===== src/hw/rtl/sfp_pkg.sv =====
// Shared types and constants of the serial frame parser.
// No dependencies; imported by every module of the block.
package sfp_pkg;

  localparam int MAX_PAYLOAD_DEF = 64;
  localparam int RX_LIMIT_DEF    = 128;

  localparam logic [7:0] START_MARKER_RST = 8'hAA;
  localparam logic [7:0] END_MARKER_RST   = 8'h55;

  // configuration register indexes
  localparam logic [7:0] CFG_START_MARKER = 8'd0;
  localparam logic [7:0] CFG_END_MARKER   = 8'd1;

  typedef enum logic [1:0] {
    ST_OK   = 2'd0,
    ST_CSUM = 2'd1,
    ST_END  = 2'd2,
    ST_LONG = 2'd3
  } status_t;

  // one frame outcome handed from the parser to the result buffer
  typedef struct packed {
    logic       load;
    logic       has_data;
    status_t    status;
    logic [7:0] command;
    logic [7:0] length;
  } result_req_t;

endpackage


===== src/hw/rtl/sfp_result_buf.sv =====
// Ping-pong payload memory and result output register of the frame parser.
// Depends on sfp_pkg.
module sfp_result_buf #(
  parameter int MAX_PAYLOAD = sfp_pkg::MAX_PAYLOAD_DEF,
  parameter int IDXW        = (MAX_PAYLOAD > 1) ? $clog2(MAX_PAYLOAD) : 1
) (
  input  logic                clk,
  input  logic                rst,
  input  sfp_pkg::result_req_t req,
  input  logic                wr_en,
  input  logic [IDXW-1:0]     wr_idx,
  input  logic [7:0]          wr_data,
  output logic                free,
  output logic                out_valid,
  input  logic                out_stall,
  output logic [7:0]          command,
  output logic [7:0]          payload_length,
  output logic [7:0]          payload_byte,
  output logic [5:0]          byte_index,
  output logic                has_data,
  output logic                last,
  output logic [1:0]          status
);
  import sfp_pkg::*;

  localparam int DEPTH = 2 * (2 ** IDXW);

  logic [7:0]      mem [DEPTH];
  logic [7:0]      rd_data;
  logic [IDXW:0]   rd_addr;
  logic            wr_bank;
  logic            o_bank;
  logic [IDXW-1:0] o_idx;
  logic [8:0]      idx_plus2;
  logic            advance;
  status_t         o_status;

  assign free    = !out_valid || (!out_stall && last);
  assign advance = out_valid && !out_stall && !last;
  assign idx_plus2 = 9'(o_idx) + 9'd2;

  // read address tracks the index the output register will show next cycle
  always_comb begin
    if (req.load && req.has_data) begin
      rd_addr = {wr_bank, {IDXW{1'b0}}};
    end else if (advance) begin
      rd_addr = {o_bank, o_idx + 1'b1};
    end else begin
      rd_addr = {o_bank, o_idx};
    end
  end

  always_ff @(posedge clk) begin
    if (wr_en) begin
      mem[{wr_bank, wr_idx}] <= wr_data;
    end
    rd_data <= mem[rd_addr];
  end

  always_ff @(posedge clk) begin
    if (rst) begin
      out_valid <= 1'b0;
      wr_bank   <= 1'b0;
      last      <= 1'b1;
    end else if (req.load) begin
      out_valid      <= 1'b1;
      command        <= req.command;
      payload_length <= req.length;
      has_data       <= req.has_data;
      o_status       <= req.status;
      o_idx          <= '0;
      if (req.has_data) begin
        o_bank  <= wr_bank;
        wr_bank <= ~wr_bank;
        last    <= (req.length == 8'd1);
      end else begin
        last <= 1'b1;
      end
    end else if (out_valid && !out_stall) begin
      if (last) begin
        out_valid <= 1'b0;
      end else begin
        o_idx <= o_idx + 1'b1;
        last  <= (idx_plus2 == {1'b0, payload_length});
      end
    end
  end

  assign payload_byte = has_data ? rd_data : 8'd0;
  assign byte_index   = 6'(o_idx);
  assign status       = o_status;

endmodule


===== src/hw/rtl/serial_frame_parser_unit.sv =====
// Top level of the serial frame parser: frame tracking and configuration.
// Depends on sfp_pkg and sfp_result_buf.
//
// Usage:
//   Input channel (in_valid/in_stall, rx_byte) takes one link byte per cycle.
//   Bytes are matched against start_marker while hunting, then read as
//   command, length, payload, XOR checksum and end marker.
//   Output channel (out_valid/out_stall) gives one result per payload byte
//   of a good frame, last set on the final one, or a single result for an
//   empty frame or an error (status 1 checksum, 2 end marker, 3 too long).
//   First result is registered in the cycle after the end marker (or the
//   oversize length byte) is accepted; payload drains at one result a cycle.
//   Throughput: one input byte per cycle. Payload goes to a two-bank memory,
//   so the next frame fills one bank while the other drains. in_stall rises
//   only on a frame-ending byte while the previous frame is still draining.
//   Receiver stall holds the output register and, through that, the drain.
//   Config port (cfg_valid/cfg_ready, cfg_index, cfg_data) is always ready;
//   index 0 start marker, 1 end marker, others ignored.
//   Reset (rst, synchronous): hunting, markers 0xAA/0x55, no result pending.
//   No memory clearing is needed; only bytes of the current frame are read.
module serial_frame_parser_unit #(
  parameter int MAX_PAYLOAD = sfp_pkg::MAX_PAYLOAD_DEF,
  parameter int RX_LIMIT    = sfp_pkg::RX_LIMIT_DEF
) (
  input  logic       clk,
  input  logic       rst,
  input  logic       in_valid,
  output logic       in_stall,
  input  logic [7:0] rx_byte,
  input  logic       cfg_valid,
  output logic       cfg_ready,
  input  logic [7:0] cfg_index,
  input  logic [7:0] cfg_data,
  output logic       out_valid,
  input  logic       out_stall,
  output logic [7:0] command,
  output logic [7:0] payload_length,
  output logic [7:0] payload_byte,
  output logic [5:0] byte_index,
  output logic       has_data,
  output logic       last,
  output logic [1:0] status
);
  import sfp_pkg::*;

  localparam int IDXW = (MAX_PAYLOAD > 1) ? $clog2(MAX_PAYLOAD) : 1;
  localparam int CW   = $clog2(RX_LIMIT);

  logic [7:0]    start_marker;
  logic [7:0]    end_marker;
  logic [CW-1:0] byte_count, byte_count_next;
  logic [7:0]    frame_command, frame_command_next;
  logic [7:0]    frame_length, frame_length_next;
  logic [7:0]    running_checksum, running_checksum_next;
  logic          checksum_match, checksum_match_next;

  logic          accept;
  logic          result_pos;
  logic          buf_free;
  logic [8:0]    c9, len9, pay_off;
  logic [CW:0]   count_inc;
  logic          wr_en;
  logic [IDXW-1:0] wr_idx;
  result_req_t   req;

  assign cfg_ready = 1'b1;

  always_ff @(posedge clk) begin
    if (rst) begin
      start_marker <= START_MARKER_RST;
      end_marker   <= END_MARKER_RST;
    end else if (cfg_valid) begin
      if (cfg_index == CFG_START_MARKER) begin
        start_marker <= cfg_data;
      end else if (cfg_index == CFG_END_MARKER) begin
        end_marker <= cfg_data;
      end
    end
  end

  assign c9        = 9'(byte_count);
  assign len9      = {1'b0, frame_length};
  assign pay_off   = c9 - 9'd3;
  assign wr_idx    = pay_off[IDXW-1:0];
  assign count_inc = {1'b0, byte_count} + 1'b1;

  // bytes that produce a result wait until the output side can take it
  assign result_pos = ((c9 == 9'd2) && (9'(rx_byte) > 9'(MAX_PAYLOAD))) ||
                      (c9 == len9 + 9'd4);
  assign in_stall   = result_pos && !buf_free;
  assign accept     = in_valid && !in_stall;

  always_comb begin
    byte_count_next       = byte_count;
    frame_command_next    = frame_command;
    frame_length_next     = frame_length;
    running_checksum_next = running_checksum;
    checksum_match_next   = checksum_match;
    wr_en                 = 1'b0;
    req.load              = 1'b0;
    req.has_data          = 1'b0;
    req.status            = ST_OK;
    req.command           = frame_command;
    req.length            = frame_length;
    if (accept) begin
      byte_count_next = (count_inc >= (CW+1)'(RX_LIMIT)) ? '0 : count_inc[CW-1:0];
      if (c9 == 9'd0) begin
        if (rx_byte != start_marker) begin
          byte_count_next = byte_count;
        end
      end else if (c9 == 9'd1) begin
        frame_command_next    = rx_byte;
        running_checksum_next = rx_byte;
        req.command           = rx_byte;
      end else if (c9 == 9'd2) begin
        frame_length_next     = rx_byte;
        running_checksum_next = running_checksum ^ rx_byte;
        if (9'(rx_byte) > 9'(MAX_PAYLOAD)) begin
          req.load   = 1'b1;
          req.status = ST_LONG;
          req.length = rx_byte;
        end
      end else if (c9 < len9 + 9'd3) begin
        wr_en                 = 1'b1;
        running_checksum_next = running_checksum ^ rx_byte;
      end else if (c9 == len9 + 9'd3) begin
        checksum_match_next = (rx_byte == running_checksum);
      end else begin
        req.load = 1'b1;
        if (!checksum_match) begin
          req.status = ST_CSUM;
        end else if (rx_byte != end_marker) begin
          req.status = ST_END;
        end else begin
          req.has_data = (frame_length != 8'd0);
        end
      end
      if (req.load) begin
        byte_count_next = '0;
      end
      if (byte_count_next == '0) begin
        running_checksum_next = 8'd0;
        checksum_match_next   = 1'b0;
      end
    end
  end

  always_ff @(posedge clk) begin
    if (rst) begin
      byte_count       <= '0;
      frame_command    <= 8'd0;
      frame_length     <= 8'd0;
      running_checksum <= 8'd0;
      checksum_match   <= 1'b0;
    end else begin
      byte_count       <= byte_count_next;
      frame_command    <= frame_command_next;
      frame_length     <= frame_length_next;
      running_checksum <= running_checksum_next;
      checksum_match   <= checksum_match_next;
    end
  end

  sfp_result_buf #(
    .MAX_PAYLOAD(MAX_PAYLOAD),
    .IDXW       (IDXW)
  ) u_buf (
    .clk           (clk),
    .rst           (rst),
    .req           (req),
    .wr_en         (wr_en),
    .wr_idx        (wr_idx),
    .wr_data       (rx_byte),
    .free          (buf_free),
    .out_valid     (out_valid),
    .out_stall     (out_stall),
    .command       (command),
    .payload_length(payload_length),
    .payload_byte  (payload_byte),
    .byte_index    (byte_index),
    .has_data      (has_data),
    .last          (last),
    .status        (status)
  );

endmodule


===== config.mk =====
export PLATFORM = sky130hd
export DESIGN_NAME = serial_frame_parser_unit
export DESIGN_NICKNAME = d
export VERILOG_FILES = /design/src/hw/rtl/sfp_pkg.sv /design/src/hw/rtl/sfp_result_buf.sv /design/src/hw/rtl/serial_frame_parser_unit.sv
export SDC_FILE = /design/constraint.sdc
export NUM_CORES = 2
export LEC_CHECK = 0
export BUFFER_PORTS_ARGS = -buffer_cell sky130_fd_sc_hd__buf_2
export CAP_MARGIN = 0
export CELL_PAD_IN_SITES_DETAIL_PLACEMENT = 2
export CELL_PAD_IN_SITES_GLOBAL_PLACEMENT = 2
export CORE_ASPECT_RATIO = 0.7
export CORE_MARGIN = 2
export CORE_UTILIZATION = 45
export DETAILED_ROUTE_END_ITERATION = 10
export GPL_TIMING_DRIVEN = 0
export PLACE_DENSITY_LB_ADDON = 0.1
export REMOVE_ABC_BUFFERS = 1
export SYNTH_ARGS = -nofsm -noshare
export SYNTH_HDL_FRONTEND = slang
export SYNTH_HIERARCHICAL = 1
export SYNTH_SLANG_ARGS = --single-unit

===== constraint.sdc =====
create_clock -name clk -period 12.71 [get_ports clk]
set_input_delay 1.271 -clock clk [delete_from_list [all_inputs] [get_ports clk]]
set_output_delay 1.271 -clock clk [all_outputs]
set_load 0.02 [all_outputs]

== After elaboration in Yosys (flattened, before gate mapping) ==
Memories as Yosys holds them, arrays and structs flattened. A register that Yosys moved wholly into a read port is not among the register bits.
Index checks and enable logic that the tools add are counted.
Cells by class
  add/subtract/negate cells: 6
  multiply operators: 0
  divide/modulo/power cells: 0
  magnitude comparators: 3
  eq/ne operators: 15
  shift operators: 0
  mux-type cells: 54
  bitwise gates (word level): 6
  reduce and logical (&&, ||, !) cells: 33
Operators with widths (number)
  $mux 8: 10
  $mux 20: 3
  $mux 7: 6
  $mux 1: 25
  $eq 7x9->1: 2
  $mux 6: 3
  $eq 8x1->1 const B: 2
  $ne 8x8->1: 2
  $mux 4: 3
  $reduce_and 3->1: 4
  $ne 2x1->1 const B: 5
  $reduce_and 2->1: 5
  $add 8x2->9 const B: 1
  $add 8x3->9 const B: 1
  $eq 9x8->1: 1
  $logic_not 9->1: 1
  $lt 7x9->1: 1
  $add 7x1->8 const B: 1
  $eq 8x8->1: 1
  $ge 8x8->1 const B: 1
  $gt 8x7->1 const B: 1
  $logic_not 8->1: 1
  $mux 2: 4
  $reduce_bool 8->1: 1
  other kinds (15): 32
Storage, ports and cells
  register bits after elaboration: 77
  bits in latches: 0
  bits in writable memories: 1024
  memory bits (read-only): 0
  logic and storage cells: 134
  memories: 1
Memories
  u_buf.mem: words 128, bits a word 8, rd ports 1, clocked after Yosys merged registers in 1, write ports 1, RTL line sfp_result_buf.sv:28  | logic [7:0] mem [DEPTH];

== Depth between registers and ports, before layout ==
  word-level depth: 14
  mapped depth: 25

== Cells and area by module ==
Netlist, hierarchy kept.
Modules (own cells, without submodules)
  sfp_result_buf: times used 1, cells an instance 2909, area an instance 42644.6 um^2
  serial_frame_parser_unit: times used 1, cells an instance 397, area an instance 3392.0 um^2

== Least setup slack after synthesis ==
Ideal clock, no wire load.
  path kind: input to register
  start point: input rx_byte[0]
  end point: register u_buf.rd_data[2], read port of u_buf.mem
  setup time: 143 ps
  arrival: 5102 ps
  slack: 7464 ps
  cell stages on the path: 17
  path buffers: 4
  path through: buf_2 > nor4_2 > o2bb2ai_1 > o31ai_1 > a41oi_1 > buf_2 > buf_1 > nand2_1 > nor2_1 > a21boi_0 > mux2i_2 > buf_6 > mux4_1 > a222oi_1 > a21oi_1 > o2111ai_1 > a32oi_1
RTL lines
  start: declaration: RTL line serial_frame_parser_unit.sv:29  | input logic [7:0] rx_byte,
  end: declaration: RTL line sfp_result_buf.sv:29  | logic [7:0] rd_data;

==> impl_metrics.sql <==
INSERT INTO impl_metrics (metric_group, metric, value, unit) VALUES
('power', 'ir_worst_vdd', '160.4', 'uV'),
('sta', 'achievable-frequency', '118.3', 'MHz'),
('grt', 'grt_max_degree', '109', ''),
('clock_tree', 'h-tree-depth', '3', ''),
('sta', 'finalHoldViolCount', '0', ''),
('clock_tree', 'cts_tree', 'done', ''),
('synthesis', 'yosysTopAreaCell', 'edfxtp_1', ''),
('route', 'detailedRoute.firstPassIterationCount', '6', ''),
('sta', 'post-route-worst-setup-slack', '4.257', 'ns'),
('route', 'vias_per_cell', '6.374', ''),
('synthesis', 'synth-main-ff-cell', 'edfxtp_1', ''),
('synthesis', 'synth-seq-cells', '1109', ''),
('synthesis', 'synth.cells.most_frequent', '1,050 x edfxtp_1, 653 x nand2_1, 329 x nand3_1', ''),
('power', 'seq_power_share', '0.547', ''),
('power', 'power_report.internal_total', '5.779', 'mW'),
('synthesis', 'combinational_family_with_the_most_area_after_synthesis', 'simple AND/OR/NAND/NOR gates', ''),
('floorplan', 'placeableCoreArea', '0.1018', 'mm^2'),
('route', 'routedWlPerCell', '34.56', 'um'),
('power', 'power.share.switching', '0.2076', ''),
('outcome', 'failed_checks', 'max-capacitance violations, max-slew violations', ''),
('floorplan', 'fp.dieW', '386.3', 'um'),
('floorplan', 'initial_cell_density_of_the_core', '0.4523', ''),
('clock_tree', 'postCtsSetupRepairBufs', '0', ''),
('synthesis', 'yosys.area_share.adder', '0.004349', ''),
('synthesis', 'most_common_cell_in_the_netlist', 'edfxtp_1', ''),
('route', 'drc', '0', ''),
('clock_tree', 'worst_skew_pair.late_latency', '0.72', 'ns'),
('floorplan', 'floorplan.die_area', '0.1049', 'mm^2'),
('placed_design', 'detail_placement_hpwl', '105.9', 'mm'),
('clock_tree', 'number_of_gates_resized_after_cts', '0', ''),
('clock_tree', 'path_clk_slew', '0.06', 'ns'),
('sta', 'setup_violating_endpoint_count_in_the_final_report', '0', ''),
('power', 'power_switching', '1.514', 'mW'),
('cells_and_area', 'layout.nets', '3389', ''),
('synthesis', 'yosys-top-cells-area', 'edfxtp_1 68%, nand2_1 5.3%, mux2i_1 3.6%', ''),
('setup_path', 'crit_path_start_kind', 'register', ''),
('synthesis', 'synth.distinct_cells', '87', ''),
('route', 'detailroute.via_count', '30490', ''),
('power', 'clkPwrFrac', '0.440', ''),
('grt', 'vias_in_the_first_global_route', '32110', ''),
('setup_path', 'critPathCaptureType', 'register', ''),
('route', 'wirelength', '165.3', 'mm'),
('clock_tree', 'clock-sinks', '1109', ''),
('grt', 'number_of_antenna_violations_at_the_first_check_in_global_routing', '10', ''),
('placed_design', 'port_buffers', '64', ''),
('grt', 'globalRouteTotalUtil', '0.3143', ''),
('synthesis', 'area_fraction_in_compound_gates_after_synthesis', '0.04593', ''),
('sta', 'slew_headroom', '-0.06228', ''),
('placed_design', 'gp_congestion', '0.8232', ''),
('synthesis', 'number_of_flops_mapped_to_enable_cells_by_yosys', '1050', ''),
('power', 'power.static_leakage', '17.74', 'nW'),
('sta', 'worstMarginPinSlew', '1.581', 'ns'),
('clock_tree', 'clockBufferDepth', '3', ''),
('route', 'drtIter0Drc', '3443', ''),
('synthesis', 'postSynthAreaPerCell', '13.93', 'um^2'),
('setup_path', 'critPathKind', 'reg -> reg', ''),
('sta', 'layout_min_cycle_time', '8.453', 'ns'),
('synthesis', 'yosysTopAreaCellShare', '0.6849', ''),
('synthesis', 'post_synth_mux_area_share', '0.07251', ''),
('outcome', 'result_of_the_run', 'complete, but fails checks', ''),
('cells_and_area', 'area_delta_synth_final', '12.74', '%'),
('hold_path', 'hp-class', 'reg -> reg', ''),
('synthesis', 'synth_area_in_simple_gates', '0.1317', ''),
('flow_run', 'timing.max_cap.violations', '2', ''),
('clock_tree', 'tritoncts.num_buffers', '107', ''),
('setup_path', 'critPathArrivalTime', '9.01', 'ns'),
('synthesis', 'xor_and_xnor_area_share_after_synthesis', '0.01180', ''),
('power', 'power_frac_comb', '0.013', ''),
('sta', 'report.final.slew_viol_count', '12', ''),
('synthesis', 'yosysWarnings', '6', ''),
('synthesis', 'async_reset_ff_frac', '0', '');
power by group through the flow:
stage / combinational (mW) / sequential, mW / clock [mW]
3_3_place_gp: 0.0778 / 4.08 / 0
2_1_floorplan: 0.00779 / 4.07 / 0
3_5_place_dp: 0.0959 / 4.07 / 0
5_1_grt: 0.101 / 3.99 / 3.37
6_report: 0.0945 / 3.99 / 3.21
4_1_cts: 0.0961 / 3.99 / 3.25
layer usage:
layer / wire (um) / track usage / share of wire
met4: 3446 / 0.07140 / 0.021
met1: 71710 / 0.4590 / 0.43
met2: 76960 / 0.4904 / 0.47
met5: 13 / 0 / 0.000079
met3: 13210 / 0.05820 / 0.080
cells in the final DEF (no fill, tap or decap), types with 18 or more instances in the layout:
cell type	netlist	final
nand2_1	653	649
clkinv_2	0	26
nand4_1	31	31
buf_2	85	59
xor2_1	37	37
edfxtp_1	1050	1050
clkbuf_16	0	109
clkinv_1	0	20
inv_1	18	18
o21ai_0	20	20
a31oi_1	28	28
dfxtp_1	59	59
xnor2_1	25	23
mux2i_1	165	162
nor2b_1	26	26
a32oi_1	35	35
a21oi_1	59	59
buf_16	0	20
nand3_1	329	325
nor3_1	42	34
nor2_1	201	193
mux2_2	19	18
clkbuf_1	65	24
mux4_2	61	61
area by class of cell:
type / count / area [um^2]
clock buffers: 133 / 2818
multi-input cells: 1981 / 12480
diodes: 3 / 7.507
repair buffers: 127 / 1559
inverters: 18 / 67.56
well taps: 1350 / 1689
fillers: 9390 / 49870
clock inverters: 63 / 573.1
flip-flops and latches: 1109 / 32710
per-stage QoR:
step	setup TNS (ns)	utilization	area, um^2	instances	hold slack, ns
floorplan	0	-	45040	3108	0.4558
global placement	-98.44	0.4623	47050	4522	0.4654
detailed placement	0	0.4765	48490	4585	0.4761
CTS	0	0.5098	51880	4781	0.4946
global route	0	0.5099	51900	4781	0.5158
finish	0	0.5100	51900	4784	0.4910
cells by family (layout without fill, tap and decap cells):
logic type | count (synthesis) | after routing
and+or+nand+nor | 1365 | 1365
DFF | 1109 | 1109
AOI/OAI and AO/OA | 286 | 286
muxes | 251 | 251
buffers and inverters | 216 | 341
xor gates and xnor gates | 62 | 62
adders and majority gates | 16 | 16
other | 1 | 4
worst paths after layout:
| path | from | slack, ns | cells after the start | endpoint |
|---|---|---|---|---|
| min | end_marker[2] | 0.49 | 1 | end_marker[2] |
| max reg2reg | frame_length[2] | 4.26 | 20 | u_buf/rd_data[7] |
| min reg2reg | end_marker[2] | 0.49 | 1 | end_marker[2] |
| max | frame_length[2] | 4.26 | 20 | u_buf/rd_data[7] |
critical path, cell delays in order, from the launching register on:
cell and delay, ns:
dfxtp_1 0.57, ha_1 0.31, nor2b_1 0.30, nand3_1 0.14
xor2_1 0.18, ha_1 0.31, nand4_1 0.12, a21oi_1 0.06
o32a_1 0.42, a22o_1 0.34, nand2_1 0.23, inv_1 0.33
a21boi_0 0.73, mux2_8 0.82, buf_16 0.44, buf_16 0.43
mux2i_1 0.18, mux4_2 0.48, mux2i_1 0.51, o2111ai_1 0.48
a32oi_1 0.59
registers in the layout, summed over array words and instances (netlist names), 2 cells and up:
| signal | count |
|---|---|
| running_checksum | 8 |
| frame_length | 8 |
| u_buf/byte_index | 6 |
| byte_count | 7 |
| u_buf/status | 2 |
| u_buf/payload_length | 8 |
| u_buf/command | 8 |
| frame_command | 8 |
| end_marker | 8 |
| u_buf/rd_data | 8 |
| u_buf/mem | 1024 |
| start_marker | 8 |
No activity file was read; power rests on OpenSTA's default activity.
